`src/rtl/core/i2a_pkg.sv`:
```
`timescale 1ns / 1ps

package i2a_pkg;

    // Character store depth; a run longer than this loses its leading characters
    localparam int MAX_CHARS = 33;

    localparam int WORD_W   = 32;
    localparam int RADIX_W  = 5;
    localparam int REM_W    = RADIX_W - 1;
    localparam int CHAR_W   = 8;
    localparam int COUNT_W  = 6;
    localparam int ADDR_W   = $clog2(MAX_CHARS);
    localparam int KEPT_W   = $clog2(MAX_CHARS + 1);

    // Divider retires this many quotient bits per cycle
    localparam int DIV_BITS  = 8;
    localparam int DIV_STEPS = WORD_W / DIV_BITS;
    localparam int STEP_W    = $clog2(DIV_STEPS);

    localparam logic [RADIX_W-1:0] RADIX_MIN   = RADIX_W'(2);
    localparam logic [RADIX_W-1:0] RADIX_MAX   = RADIX_W'(16);
    localparam logic [CHAR_W-1:0]  MINUS_GLYPH = 8'h2D;

    localparam int IN_TDATA_W  = ((WORD_W + RADIX_W + 7) / 8) * 8;
    localparam int OUT_TDATA_W = ((CHAR_W + COUNT_W + 7) / 8) * 8;

    typedef enum logic [2:0] {
        ST_IDLE,
        ST_DIV,
        ST_SIGN,
        ST_FETCH,
        ST_SHOW
    } t_state;

    typedef struct packed {
        logic                 start;
        logic [WORD_W-1:0]    dividend;
        logic [RADIX_W-1:0]   divisor;
    } t_div_req;

    typedef struct packed {
        logic                 done;
        logic [WORD_W-1:0]    quotient;
        logic [REM_W-1:0]     remainder;
    } t_div_stat;

    typedef struct packed {
        logic                 we;
        logic [ADDR_W-1:0]    addr;
        logic [CHAR_W-1:0]    data;
    } t_buf_wr;

    typedef struct packed {
        logic                 re;
        logic [ADDR_W-1:0]    addr;
    } t_buf_rd;

    function automatic logic [CHAR_W-1:0] digit_glyph(input logic [REM_W-1:0] d);
        logic [CHAR_W-1:0] g;
        unique case (d)
            4'h0: g = 8'h30;
            4'h1: g = 8'h31;
            4'h2: g = 8'h32;
            4'h3: g = 8'h33;
            4'h4: g = 8'h34;
            4'h5: g = 8'h35;
            4'h6: g = 8'h36;
            4'h7: g = 8'h37;
            4'h8: g = 8'h38;
            4'h9: g = 8'h39;
            4'hA: g = 8'h41;
            4'hB: g = 8'h42;
            4'hC: g = 8'h43;
            4'hD: g = 8'h44;
            4'hE: g = 8'h45;
            4'hF: g = 8'h46;
            default: g = 8'h30;
        endcase
        return g;
    endfunction

endpackage

```
`src/rtl/core/i2a_div.sv`:
```
`timescale 1ns / 1ps

// Shared divider: 32-bit word by a radix of up to 16, DIV_BITS quotient bits a cycle.
// Quotient bits shift into the bottom of the work register as dividend bits leave the top.
module i2a_div (
    input  logic                i_clk,
    input  logic                i_rst_n,
    input  i2a_pkg::t_div_req   i_req,
    output i2a_pkg::t_div_stat  o_stat
);
    import i2a_pkg::*;

    logic                r_busy;
    logic                r_done;
    logic [STEP_W-1:0]   r_step;
    logic [WORD_W-1:0]   r_work;
    logic [REM_W-1:0]    r_rem;
    logic [RADIX_W-1:0]  r_div;

    logic [REM_W-1:0]    step_rem;
    logic [DIV_BITS-1:0] step_q;

    always_comb begin
        logic [RADIX_W-1:0] trial;
        step_rem = r_rem;
        step_q   = '0;
        for (int i = 0; i < DIV_BITS; i++) begin
            trial = {step_rem, r_work[WORD_W-1-i]};
            if (trial >= r_div) begin
                step_rem              = REM_W'(trial - r_div);
                step_q[DIV_BITS-1-i]  = 1'b1;
            end else begin
                step_rem = trial[REM_W-1:0];
            end
        end
    end

    always_ff @(posedge i_clk) begin
        if (!i_rst_n) begin
            r_busy <= 1'b0;
            r_done <= 1'b0;
            r_step <= '0;
        end else begin
            r_done <= 1'b0;
            if (i_req.start) begin
                r_busy <= 1'b1;
                r_step <= '0;
            end else if (r_busy) begin
                r_step <= r_step + STEP_W'(1);
                if (r_step == STEP_W'(DIV_STEPS - 1)) begin
                    r_busy <= 1'b0;
                    r_done <= 1'b1;
                end
            end
        end
    end

    always_ff @(posedge i_clk) begin
        if (i_req.start) begin
            r_work <= i_req.dividend;
            r_rem  <= '0;
            r_div  <= i_req.divisor;
        end else if (r_busy) begin
            r_work <= {r_work[WORD_W-DIV_BITS-1:0], step_q};
            r_rem  <= step_rem;
        end
    end

    assign o_stat.done      = r_done;
    assign o_stat.quotient  = r_work;
    assign o_stat.remainder = r_rem;

endmodule

```
`src/rtl/core/i2a_buf.sv`:
```
`timescale 1ns / 1ps

// Character store, least significant digit at address 0; registered read.
module i2a_buf (
    input  logic                          i_clk,
    input  i2a_pkg::t_buf_wr              i_wr,
    input  i2a_pkg::t_buf_rd              i_rd,
    output logic [i2a_pkg::CHAR_W-1:0]    o_rd_data
);
    import i2a_pkg::*;

    logic [CHAR_W-1:0] r_mem [MAX_CHARS];

    always_ff @(posedge i_clk) begin
        if (i_wr.we) begin
            r_mem[i_wr.addr] <= i_wr.data;
        end
    end

    always_ff @(posedge i_clk) begin
        if (i_rd.re) begin
            o_rd_data <= r_mem[i_rd.addr];
        end
    end

endmodule

```
`src/rtl/core/integer_to_ascii_radix.sv`:
```
`timescale 1ns / 1ps

// Channel   Direction  tdata (low bit up)                       tuser / tlast
// s_axis    in         value[31:0], radix[36:32], pad to 40     tuser[0] = signed_mode
// m_axis    out        character[7:0], char_count[13:8], pad    tlast = last
//
// One transaction in at a time; s_axis tready is high only while idle.
// Each digit takes one pass of the shared divider (4 steps of 8 quotient bits plus handoff).
// Characters are read back from the store one by one; m_axis stalls hold the output.
// Synchronous active-low reset returns the sequencer to idle; the store is not cleared.
module integer_to_ascii_radix (
    input  logic                                i_clk,
    input  logic                                i_rst_n,
    input  logic                                i_s_axis_tvalid,
    output logic                                o_s_axis_tready,
    input  logic [i2a_pkg::IN_TDATA_W-1:0]      i_s_axis_tdata,  // value, radix
    input  logic [0:0]                          i_s_axis_tuser,  // signed_mode
    output logic                                o_m_axis_tvalid,
    input  logic                                i_m_axis_tready,
    output logic [i2a_pkg::OUT_TDATA_W-1:0]     o_m_axis_tdata,  // character, char_count
    output logic                                o_m_axis_tlast
);
    import i2a_pkg::*;

    t_state              r_state, n_state;
    logic [KEPT_W-1:0]   r_kept,  n_kept;
    logic [ADDR_W-1:0]   r_idx,   n_idx;
    logic                r_neg,   n_neg;
    logic [RADIX_W-1:0]  r_radix, n_radix;

    t_div_req            div_req;
    t_div_stat           div_stat;
    t_buf_wr             buf_wr;
    t_buf_rd             buf_rd;
    logic [CHAR_W-1:0]   rd_char;

    logic                in_fire;
    logic                out_fire;
    logic [WORD_W-1:0]   in_value;
    logic [RADIX_W-1:0]  in_radix;
    logic [RADIX_W-1:0]  radix_sat;
    logic                in_neg;
    logic [WORD_W-1:0]   in_mag;
    logic                room;
    logic [KEPT_W-1:0]   kept_fin;
    logic                is_last;

    assign o_s_axis_tready = (r_state == ST_IDLE);
    assign o_m_axis_tvalid = (r_state == ST_SHOW);

    assign in_fire  = i_s_axis_tvalid && o_s_axis_tready;
    assign out_fire = o_m_axis_tvalid && i_m_axis_tready;
    assign in_value = i_s_axis_tdata[WORD_W-1:0];
    assign in_radix = i_s_axis_tdata[WORD_W+RADIX_W-1:WORD_W];
    assign in_neg   = i_s_axis_tuser[0] && in_value[WORD_W-1];
    assign in_mag   = in_neg ? (WORD_W'(0) - in_value) : in_value;
    assign room     = r_kept < KEPT_W'(MAX_CHARS);
    assign kept_fin = (r_neg && room) ? (r_kept + KEPT_W'(1)) : r_kept;
    assign is_last  = (r_idx == '0);

    always_comb begin
        priority if (in_radix < RADIX_MIN) begin
            radix_sat = RADIX_MIN;
        end else if (in_radix > RADIX_MAX) begin
            radix_sat = RADIX_MAX;
        end else begin
            radix_sat = in_radix;
        end
    end

    i2a_div u_div (
        .i_clk   (i_clk),
        .i_rst_n (i_rst_n),
        .i_req   (div_req),
        .o_stat  (div_stat)
    );

    i2a_buf u_buf (
        .i_clk     (i_clk),
        .i_wr      (buf_wr),
        .i_rd      (buf_rd),
        .o_rd_data (rd_char)
    );

    // Next state
    always_comb begin
        n_state = r_state;
        unique case (r_state)
            ST_IDLE:  if (in_fire) n_state = ST_DIV;
            ST_DIV:   if (div_stat.done && div_stat.quotient == '0) n_state = ST_SIGN;
            ST_SIGN:  n_state = ST_FETCH;
            ST_FETCH: n_state = ST_SHOW;
            ST_SHOW: begin
                if (out_fire) begin
                    n_state = is_last ? ST_IDLE : ST_FETCH;
                end
            end
            default:  n_state = ST_IDLE;
        endcase
    end

    // Outputs and datapath
    always_comb begin
        div_req.start    = 1'b0;
        div_req.dividend = div_stat.quotient;
        div_req.divisor  = r_radix;
        buf_wr.we        = 1'b0;
        buf_wr.addr      = r_kept[ADDR_W-1:0];
        buf_wr.data      = digit_glyph(div_stat.remainder);
        buf_rd.re        = 1'b0;
        buf_rd.addr      = r_idx;
        n_kept           = r_kept;
        n_idx            = r_idx;
        n_neg            = r_neg;
        n_radix          = r_radix;
        unique case (r_state)
            ST_IDLE: begin
                div_req.start    = in_fire;
                div_req.dividend = in_mag;
                div_req.divisor  = radix_sat;
                if (in_fire) begin
                    n_kept  = '0;
                    n_neg   = in_neg;
                    n_radix = radix_sat;
                end
            end
            ST_DIV: begin
                if (div_stat.done) begin
                    // digits past the store depth are dropped, keeping the low ones
                    if (room) begin
                        buf_wr.we = 1'b1;
                        n_kept    = r_kept + KEPT_W'(1);
                    end
                    div_req.start = (div_stat.quotient != '0);
                end
            end
            ST_SIGN: begin
                buf_wr.data = MINUS_GLYPH;
                buf_wr.we   = r_neg && room;
                n_kept      = kept_fin;
                n_idx       = ADDR_W'(kept_fin - KEPT_W'(1));
            end
            ST_FETCH: begin
                buf_rd.re = 1'b1;
            end
            ST_SHOW: begin
                if (out_fire && !is_last) begin
                    n_idx = r_idx - ADDR_W'(1);
                end
            end
            default: begin
            end
        endcase
    end

    always_ff @(posedge i_clk) begin
        if (!i_rst_n) begin
            r_state <= ST_IDLE;
            r_kept  <= '0;
        end else begin
            r_state <= n_state;
            r_kept  <= n_kept;
        end
    end

    always_ff @(posedge i_clk) begin
        r_idx   <= n_idx;
        r_neg   <= n_neg;
        r_radix <= n_radix;
    end

    assign o_m_axis_tdata = {{(OUT_TDATA_W - CHAR_W - COUNT_W){1'b0}},
                             COUNT_W'(r_kept), rd_char};
    assign o_m_axis_tlast = is_last;

    // Input and output sides never open together
    a_one_side: assert property (@(posedge i_clk) disable iff (!i_rst_n)
        !(o_s_axis_tready && o_m_axis_tvalid))
        else $error("input accepted while a character is on offer");

    a_kept_bound: assert property (@(posedge i_clk) disable iff (!i_rst_n)
        r_kept <= KEPT_W'(MAX_CHARS))
        else $error("character count beyond store depth");

    a_div_done: assert property (@(posedge i_clk) disable iff (!i_rst_n)
        div_stat.done |-> r_state == ST_DIV)
        else $error("divider finished outside the digit loop");

    a_back_idle: assert property (@(posedge i_clk) disable iff (!i_rst_n)
        (out_fire && o_m_axis_tlast) |=> o_s_axis_tready)
        else $error("not idle after the final character");

    a_run_nonempty: assert property (@(posedge i_clk) disable iff (!i_rst_n)
        o_m_axis_tvalid |-> r_kept != '0)
        else $error("character offered from an empty run");

endmodule
```
`config.mk`:
```
export PLATFORM = sky130hd
export DESIGN_NAME = integer_to_ascii_radix
export DESIGN_NICKNAME = d
export VERILOG_FILES = /design/src/rtl/core/i2a_pkg.sv /design/src/rtl/core/i2a_div.sv /design/src/rtl/core/i2a_buf.sv /design/src/rtl/core/integer_to_ascii_radix.sv
export SDC_FILE = /design/constraint.sdc
export NUM_CORES = 1
export LEC_CHECK = 0
export ABC_AREA = 1
export BUFFER_PORTS_ARGS = -buffer_cell sky130_fd_sc_hd__buf_2
export CORE_MARGIN = 8
export CORE_UTILIZATION = 50
export DETAILED_ROUTE_END_ITERATION = 7
export PLACE_DENSITY = 0.68
export SYNTH_ARGS = -nofsm -noshare
export SYNTH_HDL_FRONTEND = slang
export SYNTH_SLANG_ARGS = --single-unit
```
`constraint.sdc`:
```
create_clock -name i_clk -period 11.72 [get_ports i_clk]
set_input_delay 2.93 -clock i_clk [delete_from_list [all_inputs] [get_ports i_clk]]
set_output_delay 2.93 -clock i_clk [all_outputs]
set_load 0.005 [all_outputs]
```
* Word-level counts from Yosys, hierarchy flattened
Memory sizes are Yosys's and may differ from the RTL's. A register that Yosys moved wholly into a read port is not among the register bits.
Cells that the tools add are included.
** Word-level totals
- Memory bits (read-only) :: 112
- Output and inout bits :: 19
- Memory bits (writable) :: 264
- Memories :: 2
- Word-level logic and storage cells :: 121
- Input bits :: 45
- Bits in registers :: 66
** Memory list
- u_buf.r_mem :: words 33, bits a word 8, rd ports 1, clocked after memory_dff 1, wr ports 1, line i2a_buf.sv:12 : logic [CHAR_W-1:0] r_mem [MAX_CHARS];
- (no name shown) :: words 16, bits a word 7, rd ports 1, clocked after memory_dff 1, wr ports 0, line i2a_pkg.sv:61 : unique case (d)
** Operators by class
- Add/subtract/negate cells :: 13
- Magnitude comparators :: 11
- Bitwise gates (word level) :: 2
- Eq/ne operators :: 12
- Muxes and demuxes :: 49
- Reduce and logical (&&, ||, !) cells :: 21
** Operator list (count)
- 2-to-1 mux 32 bit :: 3
- >= comparator 5 bit :: 8
- 2-to-1 mux 4 bit :: 10
- 2-to-1 mux 37 bit :: 1
- zero test 32 bit :: 1
- nonzero test 32 bit :: 1
- subtractor 1 x 32 -> 32 bit (first input constant) :: 1
- subtractor 4 bit :: 8
- 2-to-1 mux 6 bit :: 5
- 2-to-1 mux 1 bit :: 18
- case mux 6 bit (3 select lines) :: 1
- case mux 3 bit (5 select lines) :: 1
- case mux 6 bit (2 select lines) :: 1
- subtractor 6 x 1 -> 6 bit (second input constant) :: 2
- 2-to-1 mux 5 bit :: 2
- 2-to-1 mux 3 bit :: 3
- 2-to-1 mux 8 bit :: 1
- inequality test 2 x 1 -> 1 bit (second input constant) :: 4
- adder 6 x 1 -> 6 bit (second input constant) :: 1
- equality test 3 x 2 -> 1 bit (second input constant) :: 2
- logical AND 1 bit :: 6
- zero test 6 bit :: 1
- < comparator 6 bit (second input constant) :: 1
- inequality test 2 bit (second input constant) :: 3
- 18 further kinds :: 23

* Longest topological paths before layout
Gate-level depths: netlist of run 1.
- Depth after elaboration :: 18
- Gate-level depth with buffers :: 83
- Mapped depth without buffers :: 83

* Cells and area by module
Synthesis of run 1 repeated with hierarchy kept, for this count alone.
** Second synthesis, totals
- Cell total of the unflattened synthesis :: 1976
- Area total of the unflattened synthesis :: 17912.2 um^2
** Modules (own cells, without submodules)
- i2a_buf :: area each 11158.2 um^2, instances 1, sequential area each 8167.8 um^2, cells each 937
- i2a_div :: area each 3678.5 um^2, instances 1, sequential area each 1271.2 um^2, cells each 474
- integer_to_ascii_radix :: area each 3075.4 um^2, instances 1, sequential area each 540.5 um^2, cells each 565

* Least setup slack after synthesis of run 1
No wires, ideal clock.
- Kind :: flip-flop to flip-flop
- From :: reg u_div.r_div[1]
- To :: reg with a tool-made name
- Data required time :: 11.608 ns
- Clock period less this slack :: 9.564 ns
- Stages on the path, launching flop included :: 81
- Library setup time :: 0.112 ns
- Setup slack :: 2.156 ns
- Buffers on the path :: 0
- Arrival :: 9.452 ns
- Path through :: edfxtp_1 -> inv_1 -> ha_1 -> nand2_1 -> inv_1 -> nand4_1 -> nand3_1 -> inv_1 -> nand2_1 -> nand2_1 -> ha_1 -> nand2_1 -> inv_1 -> nand2_1 -> nand2_1 -> nand2_1 -> nand2_1 -> nand2_1 -> [... 45 more ...] -> nor2_1 -> nand3_1 -> nand2_1 -> ha_1 -> nand2_1 -> nand2_1 -> a21oi_1 -> nand3_1 -> a21oi_1 -> o21ai_0 -> nand2_1 -> nand2_1 -> ha_1 -> inv_1 -> nand3_1 -> nand2_1 -> nand2_1 -> nand2_1
** RTL lines
- start: declaration :: line i2a_div.sv:18 : logic [RADIX_W-1:0] r_div;
- start signal: assignment :: line i2a_div.sv:62 : r_div <= i_req.divisor;

==> results.json, run 1 <==
{
  "chipWidth_um": 191.8,
  "avgViaCountPerCell": 5.676,
  "hold_buffers": 0,
  "cp_top_family": "simple AND/OR/NAND/NOR gates",
  "synth_fa_ha_area_share_pct": 4.840,
  "dpl.hpwl_mm": 24.36,
  "die_area_um2": 36800,
  "yosysSeqAreaShare_pct": 58.73,
  "fin_setup_tns_ps": 0,
  "hold_violations": 0,
  "port_buffers": 57,
  "clock_latency_ps": 580,
  "ys_warn_count": 0,
  "drv_cap": 0,
  "clk_pin_slew_ps": 60,
  "grt_use_met2_pct": 35.05,
  "required_ps": 12170,
  "ys_ff_latch": 310,
  "antenna_found_initial": 0,
  "rsz0062_at_grt": "no",
  "finalMaxSlewViolations": 0,
  "synth.area.top_cells": "edfxtp_1 (56%), nand2_1 (6.0%), nor2_1 (5.2%), o21ai_0 (5.0%), ha_1 (3.8%)",
  "drt_wl_total_mm": 37.07,
  "ys.flop_type": "edfxtp_1",
  "numCtsBuffers": 30,
  "syn_area_um2": 15460,
  "cts_tree": "built",
  "initial_core_util_pct": 50.67,
  "vias": 11245,
  "io_pins": 64,
  "status": "complete, no violations",
  "grt_pass1_wl_mm": 58.82,
  "areaGrowthSynthToFinish_pct": 10.51,
  "clockRootBuffer": "clkbuf_16",
  "regToRegSetupSlack_ps": 1170,
  "skew_ps": 29.98,
  "synth_compound_area_share_pct": 11.45,
  "synthArstFlopShare_pct": 0,
  "path_buf_inv": 12,
  "core_um2": 30510,
  "max_stage_delay_ps": 370,
  "synth_top_cell_area_share_pct": 55.75,
  "ant_nets": 0,
  "synth-simple-area-share_pct": 17.17,
  "track_usage_pct": 20.18,
  "netlist_instances": 1517,
  "dr.pass1.iters": 6,
  "yosysUniqueCellTypes": 54,
  "yosys.area.top_type": "edfxtp_1",
  "fillCellCount": 2598,
  "crit_path_top_delay_cell": "edfxtp_1",
  "cp-end-kind": "register",
  "critPathLaunchType": "register",
  "max_slew.worst_pin.slew_ps": 1270,
  "finalCritPeriodShare_pct": 90.04,
  "synthTopCellsByCount": "edfxtp_1 (287), nand2_1 (248), nor2_1 (216), o21ai_0 (153), inv_1 (118)",
  "synth_edf_count": 287,
  "synthMuxAreaShare_pct": 0.06475,
  "setup_viol": 0,
  "drt-wirelength-per-cell_um": 18.71,
  "crit_fanout": 8,
  "cpMostUsedCell": "nand2_1",
  "maxSlewHeadroom_pct": 15.15,
  "grt_start_max_net_pins": 90,
  "grt_pass1_vias": 11263,
  "synth.most_common_cell": "edfxtp_1",
  "cts_buffer_depth": 3,
  "drt_iter0_drc": 802,
  "final_nets": 1661,
  "arrival_ps": 11010,
  "worstSetupPathType": "register to register",
  "placementRows": 64,
  "synth_area_per_cell_um2": 10.19,
  "gr-usage-met3_pct": 3.232,
  "cts_sinks": 310,
  "synth_xor_area_share_pct": 2.323,
  "grt.busiest_layer": "met2",
  "antenna_cells": 0,
  "drc_errors": 0,
  "gp_congestion": 0.8533,
  "overflow": 0,
  "die_h_um": 191.8,
  "clock.fmax_mhz": 94.76,
  "synth_top_family_by_area": "simple AND/OR/NAND/NOR gates",
  "period_minus_slack_ps": 10550,
  "grtUsageMet1_pct": 25.17,
  "worst_hold_path_type": "register to register",
  "h-tree-depth": 1,
  "drive_gt1_share_pct": 11.23
}
## routing by layer
layer  share of wire, %  wire [µm]
met1                 42      15390
met2                 49      18330
met3                5.7       2116
met4                3.3       1230
met5                  0          0
## layout make-up
class / count / area (µm²) / share of cell area [%]
sequential: 310 / 9079 / 53.14
multi-input combinational: 1007 / 5582 / 32.67
clock buffer: 43 / 829.5 / 4.856
inverter: 132 / 506.7 / 2.966
tap: 396 / 495.5 / 2.900
timing repair buffer: 80 / 457.9 / 2.681
clock inverter: 13 / 133.9 / 0.7837
## stage by stage
step | hold slack, ps | util, % | cells | cell area (µm²) | worst slack, ps
detailed placement | 523.8 | 52.60 | 1918 | 16050 | 695.8
floorplan | 486.0 | - | 1519 | 15470 | 2156
global placement | 503.0 | 52.60 | 1918 | 16050 | 817.0
global route | 559.4 | 56.00 | 1981 | 17080 | 60.11
finish | 526.7 | 56.00 | 1981 | 17080 | 1167
CTS | 531.6 | 55.75 | 1974 | 17010 | 644.7
## state kept, by name (all words and copies together), names as in the netlist, named ones only
signal           cells
r_idx                6
u_div.r_busy         1
r_state              3
u_buf.o_rd_data      7
r_kept               6
u_div.r_step         2
u_div.r_done         1
u_div.r_rem          4
u_div.r_div          5
u_buf.r_mem        231
r_neg                1
u_div.r_work        32
r_radix              5
## placed cells by master (no fill, tap or decap), types with 27 or more instances in the layout
| cell type | instances |
|---|---|
| clkbuf_16 | 30 |
| nor2_1 | 212 |
| o221ai_1 | 50 |
| nand3_1 | 71 |
| buf_2 | 57 |
| a21oi_1 | 27 |
| edfxtp_1 | 287 |
| inv_1 | 114 |
| xor2_1 | 27 |
| nand2_1 | 248 |
| ha_1 | 47 |
| o21ai_0 | 151 |
## logic make-up after synthesis
group / after synthesis
simple gates: 614
fa+ha+maj: 55
buf+inv: 202
other cells: 1
compound gates: 293
flops: 310
mux: 1
xor+xnor: 41
## final timing paths
| path | from | end | cells past startpoint |
|---|---|---|---|
| worst max-delay path | u_div.r_div[4] | register | 80 |
| worst min-delay path | u_div.r_busy | u_div.r_done | 2 |
| worst max register to register | u_div.r_div[4] | register | 80 |
| worst min register to register | u_div.r_busy | u_div.r_done | 2 |
## timing repair
item | CTS | global route
resized for setup | 0 | 9
setup buffers | 0 | 7
endpoints found under the hold margin | 0 | 0
endpoints found under the setup margin | 0 | 9
## worst min-delay path: cells and delay by family, from the launching register on
family           cells  cell delay, ps
flip-flops           1             360
AND/OR/NAND/NOR      2             120
Power of run 1 is not shown: default switching activity piles up to over one toggle a cycle in this logic, so the estimate is an artifact.
==> inputs of run 2 (changes only) <==
Settings changed: SYNTH_HIERARCHICAL set to 1.
==> run 2 against run 1 <==
  * Wire length is 16% higher
  * Maximum frequency is 0.30% lower
  * Non-clock buffer count fell by 4
  * First-iteration DRC count up 27%
  * Worst setup slack worse by 32 ps
  * Flip-flop and latch count grew 28
  * Sequential share of layout area down 2.4 points
  * Largest cell class unchanged
==> results.json, run 2 <==
{
  "final_cells": 2527,
  "areaGrowthSynthToFinish_pct": 9.807,
  "min_path_cells": 2,
  "synth_edf_count": 321,
  "final_cell_mix": "nand2_1 (714), edfxtp_1 (321), nand3_1 (312)",
  "ys_warn_count": 6,
  "drt-wirelength-per-cell_um": 17.07,
  "max_stage_delay_ps": 710,
  "cp_top_family": "simple AND/OR/NAND/NOR gates",
  "drv_cap": 0,
  "drive_gt1_share_pct": 8.132,
  "reg_top3": "u_buf/r_mem: 264 flops, u_div/r_work: 32 flops, u_buf/o_rd_data: 8 flops",
  "synthArstFlopShare_pct": 0,
  "placementRows": 69,
  "path_buf_inv": 11,
  "place_inst": 2461,
  "finalMaxSlewViolations": 0,
  "fin_setup_tns_ps": 0,
  "ant_nets": 0,
  "clock_latency_ps": 540,
  "drc_errors": 0,
  "dr.pass1.iters": 7,
  "critPathLaunchType": "register",
  "synthTopCellsByCount": "nand2_1 (714), edfxtp_1 (321), nand3_1 (312), nor2_1 (136), inv_1 (117)",
  "chipWidth_um": 205.3,
  "yosysSeqAreaShare_pct": 55.71,
  "reg2reg_from": "u_div/r_div[1]",
  "regToRegSetupSlack_ps": 1140,
  "cts_tree": "built",
  "clockRootBuffer": "clkbuf_16",
  "synth_area_per_cell_um2": 9.065,
  "grt_pass1_vias": 13389,
  "avgViaCountPerCell": 5.376,
  "worstSetupPathType": "register to register",
  "synth_top_cell_area_share_pct": 53.81,
  "maxSlewHeadroom_pct": 26.51,
  "hold_path_startpoint": "u_div/r_step[1]",
  "finalInstanceArea_um2": 19670,
  "largest_reg_flops": 264,
  "port_buffers": 58,
  "h-tree-depth": 2,
  "clock.fmax_mhz": 94.47,
  "cpMostUsedCell": "nand2_1",
  "grt_start_max_net_pins": 75,
  "cts_resized": 0,
  "drt_wl_total_mm": 43.13,
  "largest_register": "u_buf/r_mem",
  "synth.area.top_cells": "edfxtp_1 (54%), nand2_1 (15%), nand3_1 (8.7%), ha_1 (3.3%), nor2_1 (2.8%)",
  "whs_endpoint": "u_div/r_step[1]",
  "finalCritPeriodShare_pct": 90.31,
  "netlist_instances": 1976,
  "overflow": 0,
  "grt_pass1_wl_mm": 69.14,
  "multi_input_area_um2": 7008,
  "reg2reg_depth": 65,
  "layout_commonest_cell": "nand2_1",
  "skew_ps": 20.17,
  "track_usage_pct": 20.52,
  "fillCellCount": 3162,
  "required_ps": 12140,
  "final_nets": 2139,
  "hold_buffers": 0,
  "setup_viol": 0,
  "syn_area_um2": 17910,
  "period_minus_slack_ps": 10580,
  "yosys.area.top_type": "edfxtp_1",
  "initial_core_util_pct": 50.60,
  "ys.flop_type": "edfxtp_1",
  "cts_buffer_depth": 3,
  "yosysUniqueCellTypes": 48,
  "die_area_um2": 42140,
  "placed_area_um2": 18480,
  "arrival_ps": 11010,
  "max_slew.worst_pin.slew_ps": 1100,
  "rsz0062_at_grt": "no",
  "vias": 13586,
  "postCtsSetupBuffers": 0,
  "regArea_um2": 9980,
  "cp.depth": 65,
  "antenna_found_initial": 0,
  "clk_pin_slew_ps": 60,
  "r2r_end": "u_div/r_rem[2]",
  "io_pins": 64,
  "synth.most_common_cell": "nand2_1",
  "core_um2": 35400,
  "antenna_cells": 0,
  "cp-end-kind": "register",
  "crit_fanout": 10,
  "ys_ff_latch": 338,
  "hold_violations": 0,
  "numCtsBuffers": 37,
  "crit_path_top_delay_cell": "edfxtp_1",
  "worst_hold_path_type": "register to register",
  "die_h_um": 205.3,
  "cts_sinks": 338,
  "status": "complete, no violations",
  "drt_iter0_drc": 1015,
  "dpl.hpwl_mm": 28.26,
  "gp_congestion": 0.8746
}
==> run 2: changes by cell type in the layout (fill, tap and decap cells not counted), moves of 13 or more <==
cell      change
nand2_1     +466
nor2_1       -77
conb_1       +32
edfxtp_1     +34
o21ai_1      -13
nand3_1     +241
o21ai_0     -106
o22ai_1      -19
o221ai_1     -50
==> run 2: kinds of logic after synthesis <==
group	synth area share, %
other cells	0.02094
simple gates	29.16
buf+inv	6.028
xor+xnor	1.809
fa+ha+maj	4.177
compound gates	3.087
flops	55.71
==> run 2: metrics by stage <==
step / util [%] / worst slack (ps) / hold WS (ps)
final: 55.57 / 1135 / 480.2
after global routing: 55.57 / 101.3 / 544.0
after CTS: 55.57 / 1183 / 483.8
after detailed placement: 52.22 / 1242 / 474.7
after global placement: 52.22 / 1400 / 468.0
after floorplan: - / 2865 / 446.6
==> run 2: layout make-up <==
cell class	instances	area share [%]
clock buffer	48	5.019
clock inverter	18	1.011
inverter	131	2.506
multi-input combinational	1455	35.63
sequential	338	50.74
tap	461	2.933
timing repair buffer	76	2.163
==> run 2: layer usage <==
layer | vias to the layer above | GRT usage (%) | share of wire (%)
li1 | 6729 | - | -
met1 | 6347 | 25.60 | 42
met2 | 415 | 35.97 | 49
met4 | 0 | 7.659 | 3.3
met5 | - | 0 | 0
met3 | 95 | 2.692 | 5.5
==> run 2: how the worst max path moves through the flow <==
stage,from,to
2_1_floorplan,u_div/r_div[1],u_div/r_rem[0]
3_3_place_gp,u_div/r_div[1],u_div/r_work[0]
3_5_place_dp,u_div/r_div[1],u_div/r_work[0]
4_1_cts,u_div/r_div[1],u_div/r_work[0]
5_1_grt,u_div/r_div[1],u_div/r_work[0]
6_report,u_div/r_div[1],u_div/r_rem[2]
==> run 2: worst reg2reg max path: cells and delay by family (launching register included) <==
kind / cells / cell delay [ps]
flops: 1 / 710
buf+inv: 11 / 1280
compound gates: 8 / 1600
fa+ha+maj: 8 / 2570
simple gates: 38 / 4320
Power of run 2 is left out for the same reason.
==> inputs of run 3 (changes only) <==
Settings changed: REMOVE_ABC_BUFFERS set to 1.
==> run 3 against run 2 <==
  * Cell area fell by 0.31%
  * Hold slack better by 8.1 ps
  * Flip-flop and latch count stayed put
  * Global-route usage is 0.23 points lower
  * Via count down 0.22%
  * Critical path type unchanged
  * Largest cell class unchanged
==> results.json, run 3 (same netlist as run 2, synthesis figures left out) <==
{
  "grtUsageMet1_pct": 26.67,
  "avgViaCountPerCell": 5.369,
  "placementRows": 69,
  "cp.depth": 63,
  "finalInstanceArea_um2": 19610,
  "core_um2": 35400,
  "finalCritPeriodShare_pct": 89.04,
  "h-tree-depth": 2,
  "hold_buffers": 0,
  "drt-wirelength-per-cell_um": 17.17,
  "cp_top_family": "simple AND/OR/NAND/NOR gates",
  "grt_pass1_wl_mm": 68.34,
  "drc_errors": 0,
  "crit_start": "u_div/r_div[1]",
  "gr-usage-met3_pct": 2.550,
  "grt_start_max_net_pins": 102,
  "drv_cap": 0,
  "crit_path_top_delay_cell": "edfxtp_1",
  "crit_fanout": 10,
  "postCtsSetupBuffers": 0,
  "final_cells": 2525,
  "required_ps": 11950,
  "chipWidth_um": 205.3,
  "placed_area_um2": 18480,
  "dr.pass1.iters": 6,
  "clockRootBuffer": "clkbuf_16",
  "io_pins": 64,
  "final_nets": 2137,
  "finalMaxSlewViolations": 0,
  "cts_resized": 0,
  "fillCellCount": 3131,
  "period_minus_slack_ps": 10440,
  "cts_tree": "built",
  "die_h_um": 205.3,
  "crit_end": "u_div/r_work[0]",
  "path_buf_inv": 11,
  "status": "complete, no violations",
  "antenna_found_initial": 1,
  "largest_reg_flops": 264,
  "hold_violations": 0,
  "vias": 13556,
  "layout_commonest_cell": "nand2_1",
  "rsz0062_at_grt": "no",
  "ant_nets": 0,
  "fin_setup_tns_ps": 0,
  "drt_wl_total_mm": 43.37,
  "reg2reg_from": "u_div/r_div[1]",
  "clk_pin_slew_ps": 60,
  "gp_congestion": 0.8749,
  "drt_iter0_drc": 1088,
  "antenna_cells": 0,
  "place_inst": 2460,
  "final_cell_mix": "nand2_1 (714), edfxtp_1 (321), nand3_1 (312)",
  "reg2reg_depth": 63,
  "dpl.hpwl_mm": 28.49,
  "cp-end-kind": "register",
  "max_stage_delay_ps": 670,
  "grt_use_met2_pct": 34.30,
  "worst_hold_path_type": "register to register",
  "arrival_ps": 10670,
  "areaGrowthSynthToFinish_pct": 9.472,
  "track_usage_pct": 20.29,
  "reg_top3": "u_buf/r_mem: 264 flops, u_div/r_work: 32 flops, u_buf/o_rd_data: 8 flops",
  "regToRegSetupSlack_ps": 1280,
  "grt.busiest_layer": "met2",
  "worstSetupPathType": "register to register",
  "die_area_um2": 42140,
  "initial_core_util_pct": 50.60,
  "max_slew.worst_pin.slew_ps": 1153,
  "cts_buffer_depth": 3,
  "maxSlewHeadroom_pct": 22.96,
  "clock_latency_ps": 530,
  "numCtsBuffers": 36,
  "setup_viol": 0,
  "critPathLaunchType": "register",
  "port_buffers": 58,
  "drive_gt1_share_pct": 7.994,
  "cts_sinks": 338,
  "clock.fmax_mhz": 95.83,
  "overflow": 0,
  "cpMostUsedCell": "nand2_1",
  "r2r_end": "u_div/r_work[0]",
  "largest_register": "u_buf/r_mem",
  "whs_ps": 488.3,
  "grt_pass1_vias": 12920,
  "skew_ps": 23.46
}
run 3: cell count changes in the layout (fill, tap and decap cells not counted), sizes merged:
cell / change
clkinvlp: -3
inv: -1
clkinv: +4
buf: -1
clkbuf: -2
bufinv: +1
run 3: per-layer routing:
layer | vias to the layer above | routed length (µm)
li1 | 6725 | -
met1 | 6296 | 18730
met2 | 444 | 20730
met3 | 89 | 2562
met4 | 2 | 1328
met5 | - | 13
run 3: worst min-delay path by stage:
stage          depth (start not counted)       startpoint         endpoint
6_report                               2  u_div/r_step[1]  u_div/r_step[1]
5_1_grt                                2  u_div/r_step[1]  u_div/r_step[1]
4_1_cts                                2  u_div/r_step[1]  u_div/r_step[1]
3_5_place_dp                           2  u_div/r_step[1]  u_div/r_step[1]
3_3_place_gp                           2  u_div/r_step[1]  u_div/r_step[1]
2_1_floorplan                          2  u_div/r_step[1]  u_div/r_step[1]
run 3: worst reg2reg max path, delay by kind of cell, from the launching register on:
kind            cells  cell delay [ps]
simple gates       35             3950
fa+ha+maj           8             2540
compound gates      9             1690
buf+inv            11             1270
flops               1              670
run 3: cell type report:
type	instances	area (µm²)	area share, %
inverters	131	493.0	2.514
well taps	461	576.8	2.942
multi-input cells	1455	7008	35.74
clock buffers	46	958.4	4.888
repair buffers	75	417.9	2.131
clock inverters	19	175.2	0.8933
flip-flops and latches	338	9980	50.89
run 3: metrics by stage:
step	util [%]	setup slack, ps
finish	55.40	1285
global route	55.40	142.2
CTS	55.40	1207
detailed placement	52.20	1254
global placement	52.20	1384
floorplan	-	2788
Power of run 3 is left out for the same reason.
